**config.mk**
```make
export PLATFORM = sky130hd
export DESIGN_NAME = periodic_task_scheduler
export DESIGN_NICKNAME = d
export VERILOG_FILES = /design/src/design/pts_pkg.sv /design/src/design/periodic_task_scheduler.sv
export SDC_FILE = /design/constraint.sdc
export NUM_CORES = 1
export LEC_CHECK = 0
export ABC_AREA = 1
export BUFFER_PORTS_ARGS = -buffer_cell sky130_fd_sc_hd__buf_2
export CAP_MARGIN = 20
export CORE_MARGIN = 2
export CORE_UTILIZATION = 57
export DETAILED_ROUTE_END_ITERATION = 16
export PLACE_DENSITY_LB_ADDON = 0.08
export SYNTH_ARGS = -nofsm -noshare
export SYNTH_HDL_FRONTEND = slang
export SYNTH_SLANG_ARGS = --single-unit
```
**constraint.sdc**
```tcl
create_clock -name clock -period 4.7 [get_ports clock]
set_clock_uncertainty 0.15 [all_clocks]
set_input_delay 0.94 -clock clock [delete_from_list [all_inputs] [get_ports clock]]
set_output_delay 0.94 -clock clock [all_outputs]
set_load 0.01 [all_outputs]
```
**src/design/pts_pkg.sv**
```systemverilog
package pts_pkg;

   // Field widths fixed by the interface
   localparam int TICK_W = 16;
   localparam int CNT_W  = 3;

   typedef logic [TICK_W-1:0] tick_type;
   typedef logic [CNT_W-1:0]  cnt_type;

   // A task counts as due while it is late by less than this
   localparam tick_type OVERRUN_LIMIT = 16'd32767;

   // Register file layout
   localparam cnt_type REG_TASK_COUNT = 3'd0;
   localparam cnt_type REG_PERIOD_0   = 3'd1;

   // Reset values
   localparam tick_type PERIOD_RESET = 16'd1;
   localparam cnt_type  COUNT_RESET  = 3'd6;

endpackage

```
**src/design/periodic_task_scheduler.sv**
```systemverilog
// Channel   Ports                                         Direction  Handshake
// request   start, busy, req_now_ticks                    in         start & !busy
// response  rsp_valid, rsp_chosen_task, rsp_wake_time,   out        rsp_valid, one cycle
//           rsp_run_now
// config    csr_we, csr_index, csr_wdata                  in         csr_we, no wait
//
// Each word takes an add step, which adds the period of the task that just ran,
// then a scan in which one shared subtract/compare unit visits the tasks one a
// cycle, from task 0 up to the task count, stopping early at the first due task.
// The response strobe comes in the cycle busy falls; a new start is taken then.
// Reset clears all due times, sets task 0 current, task count 6 and periods 1.
// The receiver cannot stall: each response shows for exactly one cycle.
module periodic_task_scheduler #(
   parameter int MAX_TASKS = 6
) (
   input  logic                     clock,
   input  logic                     reset,
   // request
   input  logic                     start,
   output logic                     busy,
   input  logic [pts_pkg::TICK_W-1:0] req_now_ticks,
   // response
   output logic                     rsp_valid,
   output logic [pts_pkg::CNT_W-1:0]  rsp_chosen_task,
   output logic [pts_pkg::TICK_W-1:0] rsp_wake_time,
   output logic                     rsp_run_now,
   // configuration
   input  logic                     csr_we,
   input  logic [pts_pkg::CNT_W-1:0]  csr_index,
   input  logic [pts_pkg::TICK_W-1:0] csr_wdata
);

   localparam int IDX_W = (MAX_TASKS > 1) ? $clog2(MAX_TASKS) : 1;
   localparam pts_pkg::cnt_type MAX_CNT = pts_pkg::CNT_W'(MAX_TASKS);

   localparam logic [1:0] ST_IDLE = 2'd0;
   localparam logic [1:0] ST_ADD  = 2'd1;
   localparam logic [1:0] ST_SCAN = 2'd2;

   logic [1:0]             state_ff, state_in;
   logic [IDX_W-1:0]       idx_ff, idx_in;
   logic [IDX_W-1:0]       cur_ff, cur_in;
   pts_pkg::tick_type      now_ff, now_in;
   pts_pkg::tick_type      best_sleep_ff, best_sleep_in;
   logic [IDX_W-1:0]       best_idx_ff, best_idx_in;
   pts_pkg::tick_type      best_due_ff, best_due_in;
   pts_pkg::cnt_type       task_count_ff;
   pts_pkg::tick_type      period_ff [MAX_TASKS];
   pts_pkg::tick_type      due_ff [MAX_TASKS];

   logic                   rsp_valid_ff, rsp_valid_in;
   pts_pkg::cnt_type       rsp_task_ff, rsp_task_in;
   pts_pkg::tick_type      rsp_wake_ff, rsp_wake_in;
   logic                   rsp_run_ff, rsp_run_in;

   logic                   due_we;
   pts_pkg::tick_type      due_sum;
   pts_pkg::tick_type      due_rd;
   pts_pkg::tick_type      overrun;
   pts_pkg::tick_type      sleep;
   logic                   is_due;
   logic                   is_better;
   logic [IDX_W-1:0]       last_idx;
   pts_pkg::cnt_type       csr_slot;

   // Clamp the task count to 1 .. MAX_TASKS
   always_comb begin
      if (task_count_ff == '0) begin
         last_idx = '0;
      end else if (task_count_ff > MAX_CNT) begin
         last_idx = IDX_W'(MAX_TASKS - 1);
      end else begin
         last_idx = IDX_W'(task_count_ff - 3'd1);
      end
   end

   // Shared unit: one entry read, one add or subtract/compare per cycle
   assign due_rd    = due_ff[idx_ff];
   assign due_sum   = due_rd + period_ff[idx_ff];
   assign overrun   = now_ff - due_rd;
   assign sleep     = due_rd - now_ff;
   assign is_due    = overrun < pts_pkg::OVERRUN_LIMIT;
   assign is_better = sleep < best_sleep_ff;

   // Sequencer
   always_comb begin
      state_in      = state_ff;
      idx_in        = idx_ff;
      cur_in        = cur_ff;
      now_in        = now_ff;
      best_sleep_in = best_sleep_ff;
      best_idx_in   = best_idx_ff;
      best_due_in   = best_due_ff;
      rsp_valid_in  = 1'b0;
      rsp_task_in   = rsp_task_ff;
      rsp_wake_in   = rsp_wake_ff;
      rsp_run_in    = rsp_run_ff;
      due_we        = 1'b0;
      case (state_ff)
         ST_IDLE: begin
            if (start) begin
               idx_in   = cur_ff;
               now_in   = req_now_ticks;
               state_in = ST_ADD;
            end
         end
         ST_ADD: begin
            // advance the task that just ran, seed the fallback choice
            due_we        = 1'b1;
            best_sleep_in = '1;
            best_idx_in   = idx_ff;
            best_due_in   = due_sum;
            idx_in        = '0;
            state_in      = ST_SCAN;
         end
         ST_SCAN: begin
            if (is_due) begin
               rsp_valid_in = 1'b1;
               rsp_task_in  = pts_pkg::CNT_W'(idx_ff);
               rsp_wake_in  = due_rd;
               rsp_run_in   = 1'b1;
               cur_in       = idx_ff;
               state_in     = ST_IDLE;
            end else begin
               if (is_better) begin
                  best_sleep_in = sleep;
                  best_idx_in   = idx_ff;
                  best_due_in   = due_rd;
               end
               if (idx_ff == last_idx) begin
                  rsp_valid_in = 1'b1;
                  rsp_task_in  = pts_pkg::CNT_W'(best_idx_in);
                  rsp_wake_in  = best_due_in;
                  rsp_run_in   = 1'b0;
                  cur_in       = best_idx_in;
                  state_in     = ST_IDLE;
               end else begin
                  idx_in = idx_ff + 1'b1;
               end
            end
         end
         default: begin
            state_in = ST_IDLE;
         end
      endcase
   end

   // Control and result registers
   always_ff @(posedge clock) begin
      if (reset) begin
         state_ff     <= ST_IDLE;
         cur_ff       <= '0;
         rsp_valid_ff <= 1'b0;
      end else begin
         state_ff     <= state_in;
         cur_ff       <= cur_in;
         rsp_valid_ff <= rsp_valid_in;
      end
   end

   // Datapath registers
   always_ff @(posedge clock) begin
      idx_ff        <= idx_in;
      now_ff        <= now_in;
      best_sleep_ff <= best_sleep_in;
      best_idx_ff   <= best_idx_in;
      best_due_ff   <= best_due_in;
      rsp_task_ff   <= rsp_task_in;
      rsp_wake_ff   <= rsp_wake_in;
      rsp_run_ff    <= rsp_run_in;
   end

   // Due times: cleared by reset, written back by the add step
   always_ff @(posedge clock) begin
      if (reset) begin
         for (int i = 0; i < MAX_TASKS; i++) begin
            due_ff[i] <= '0;
         end
      end else if (due_we) begin
         due_ff[idx_ff] <= due_sum;
      end
   end

   // Configuration writes; slots at or beyond MAX_TASKS are dropped
   assign csr_slot = csr_index - pts_pkg::REG_PERIOD_0;

   always_ff @(posedge clock) begin
      if (reset) begin
         task_count_ff <= pts_pkg::COUNT_RESET;
         for (int i = 0; i < MAX_TASKS; i++) begin
            period_ff[i] <= pts_pkg::PERIOD_RESET;
         end
      end else if (csr_we) begin
         if (csr_index == pts_pkg::REG_TASK_COUNT) begin
            task_count_ff <= csr_wdata[pts_pkg::CNT_W-1:0];
         end else if (csr_slot < MAX_CNT) begin
            period_ff[csr_slot[IDX_W-1:0]] <= csr_wdata;
         end
      end
   end

   assign busy            = state_ff != ST_IDLE;
   assign rsp_valid       = rsp_valid_ff;
   assign rsp_chosen_task = rsp_task_ff;
   assign rsp_wake_time   = rsp_wake_ff;
   assign rsp_run_now     = rsp_run_ff;

endmodule
```
==> reports/qor.csv <==
metric;value;unit
pre_cts_ws;-240;ps
first_global_vias;13124;
ioPinCount;61;
outcome;finished, final reports clean;
gp_congestion;0.910;
drc;0;
power_density;767;mW/mm^2
grt_max_degree;68;
ys_ff_latch;342;
ys_seq_area_frac;0.580;
clkTransAtPathRegs;60;ps
critPathBufInv;8;
worst_hold_startpoint;cur_ff[2]$_SDFFE_PP0P_;
finalSetupViolCount;0;
fin_ws;111;ps
synth.distinct_cells;47;
portBuffers;60;
cts_buffer_depth;3;
hold_viol;0;
ff2ff_setup_slack;110;ps
nets;2164;
wire_per_inst;19.3;um
num_vias;13821;
first_iter_violations;1221;
crit_family;buffers and inverters;
path_class;reg2reg;
drt-pass1-iter-count;7;
hold_path_class;reg2reg;
synthCells;1855;
mostFrequentLayoutCell;nor2_1;
cts_sinks;342;
insertion_delay;540;ps
cts_buffers;39;
crit_path_end_kind;register;
drtAntennaViolNets;0;
arrival;4690;ps
htree_levels;2;
initial_core_util;0.575;
cp_max_fo;40;
postSynth.asyncResetShare;0;
power.leakage;8.83;nW
maxCapViolCount;0;
hpwlAfterDp;31600;um
die_area;0.0321;mm^2
fill_cells;2329;
synth_top_flop_cell;edfxtp_1;
slew_viol_final;0;
syn_avg_cell_area;9.44;um^2
fmax;218;MHz
cp_cell_sequence;buf_12, buf_4, buf_6, buf_6, o21ai_0, o211ai_2, o21ai_4, xnor2_1, xor2_2, inv_2, ha_4, a21oi_1, nand3_4, clkbuf_16, nor3_4, nor2_2, inv_2, clkbuf_16;
drt_wl_total;47800;um
r2r_cells;18;
r2r_end;best_sleep_ff[6]$_SDFFCE_PN1P_;
drive_above_1_share;0.182;
cts_tree;done;
place_inst;2376;
die-height;179;um
maxSlewHeadroom;0.379;
rows;64;
vdd_drop_max;404;uV
netlist_area;0.0175;mm^2
die_w;179;um
crit_required;4810;ps
grt_first_pass_wirelength;71000;um
final_cell_mix;nor2_1, edfxtp_1, nand2_1;
yosysWarnings;0;
grt_overflow;0;
slowest_delay;500;ps
synth_edf_count;330;
ctsRootBufferMaster;clkbuf_16;
grt_use_total;0.292;
tightest_slew;930;ps
cp-start-kind;register;
antennaDiodeCount;0;
area_growth;21.2;%
holdPathEnd;cur_ff[2]$_SDFFE_PP0P_;
post_layout_nonfiller_instances;2476;
period_minus_slack;4590;ps
viasPerCell;5.58;
hold-path-cell-count;4;
worst_path_max_delay_cell;xnor2_1;
finalCritPeriodShare;0.976;
core_area;0.0304;mm^2
antenna_found_initial;0;
## layer usage
metal | wire, um | share of wire | up-vias | GRT usage
met1 | 19700 | 0.41 | 6634 | 0.379
met5 | 0 | 0 | - | 0
met3 | 2890 | 0.060 | 99 | 0.0358
met2 | 23700 | 0.50 | 503 | 0.502
met4 | 1560 | 0.033 | 0 | 0.107
li1 | - | - | 6585 | -
## what timing repair did
action	CTS	global route
gates cloned	1	5
hold buffers	0	0
pin swaps	3	45
buffers inserted	2	23
endpoints found under the setup margin	57	76
endpoints found under the hold margin	0	0
resized for setup	17	160
## flip-flops by register name (all words and copies together), names as in the netlist, named ones only
name	count
due_ff	128
period_ff	128
best_due_ff	16
best_sleep_ff	16
now_ff	16
rsp_wake_time	16
best_idx_ff	3
cur_ff	3
idx_ff	3
rsp_chosen_task	3
task_count_ff	3
state_ff	2
rsp_run_now	1
rsp_valid	1
## power by group
part / switching (W) / leakage, nW / internal (W)
Combinational: 0.00538 / 4.95 / 0.00349
Clock: 0.00121 / 0.591 / 0.00172
Sequential: 0.000226 / 3.29 / 0.00425
## final cells by class
type	instances	area, um^2	area share
Sequential cell	342	10200	0.479
Clock buffer	52	1030	0.0488
Tap cell	396	495	0.0234
Timing Repair Buffer	203	1660	0.0784
Inverter	225	858	0.0405
Clock inverter	18	174	0.00820
Multi-Input combinational cell	1240	6840	0.322
## how the worst max path moves through the flow
stage | from | endpoint | slack [ps] | cells past startpoint
2_1_floorplan | register | best_sleep_ff[0]$_SDFFCE_PN1P_ | 60 | 26
3_3_place_gp | register | best_due_ff[10]$_DFFE_PP_ | -110 | 28
3_5_place_dp | register | best_due_ff[8]$_DFFE_PP_ | -240 | 28
4_1_cts | register | best_due_ff[7]$_DFFE_PP_ | -40 | 26
5_1_grt | register | best_due_ff[9]$_DFFE_PP_ | -60 | 27
6_report | register | best_sleep_ff[6]$_SDFFCE_PN1P_ | 110 | 18
## cells by family after synthesis
logic type | after synthesis | synth area share
fa+ha+maj | 74 | 0.0542
other cells | 1 | 0.000214
flops | 342 | 0.580
simple gates | 748 | 0.170
buf+inv | 304 | 0.0672
mux | 9 | 0.00514
compound gates | 342 | 0.106
xor+xnor | 35 | 0.0175
## tightest hold or removal path, delay by kind of cell (launching register included)
kind	cells	cell delay, ps
AND/OR/NAND/NOR	3	140
flip-flops	1	290
buffers and inverters	1	60
## synthesized netlist by cell type (13+ instances only)
cell      number  area (um^2)
o22ai_1       47          294
ha_1          71          888
inv_1        217          815
xor2_1        23          201
nand2_1      236          886
buf_2         13         65.1
a21oi_1       80          400
clkbuf_1      56          210
nor2_1       433         1630
a31oi_1       15         93.8
edfxtp_1     330         9910
o21ai_0      173          866
nand3_1       41          205
## metrics by stage
stage / cell area, um^2 / power (W) / utilization / hold slack (ps) / setup TNS [ps]
final: 21200 / 0.0163 / 0.697 / 383 / 0
after detailed placement: 19100 / 0.0119 / 0.626 / 372 / -7320
after floorplan: 17600 / 0.00916 / - / 337 / 0
after global routing: 21200 / 0.0173 / 0.697 / 400 / -1540
after CTS: 20300 / 0.0150 / 0.669 / 382 / -146
after global placement: 19000 / 0.0117 / 0.625 / 361 / -2270
Note: power is estimated with default switching activity, not from simulation.
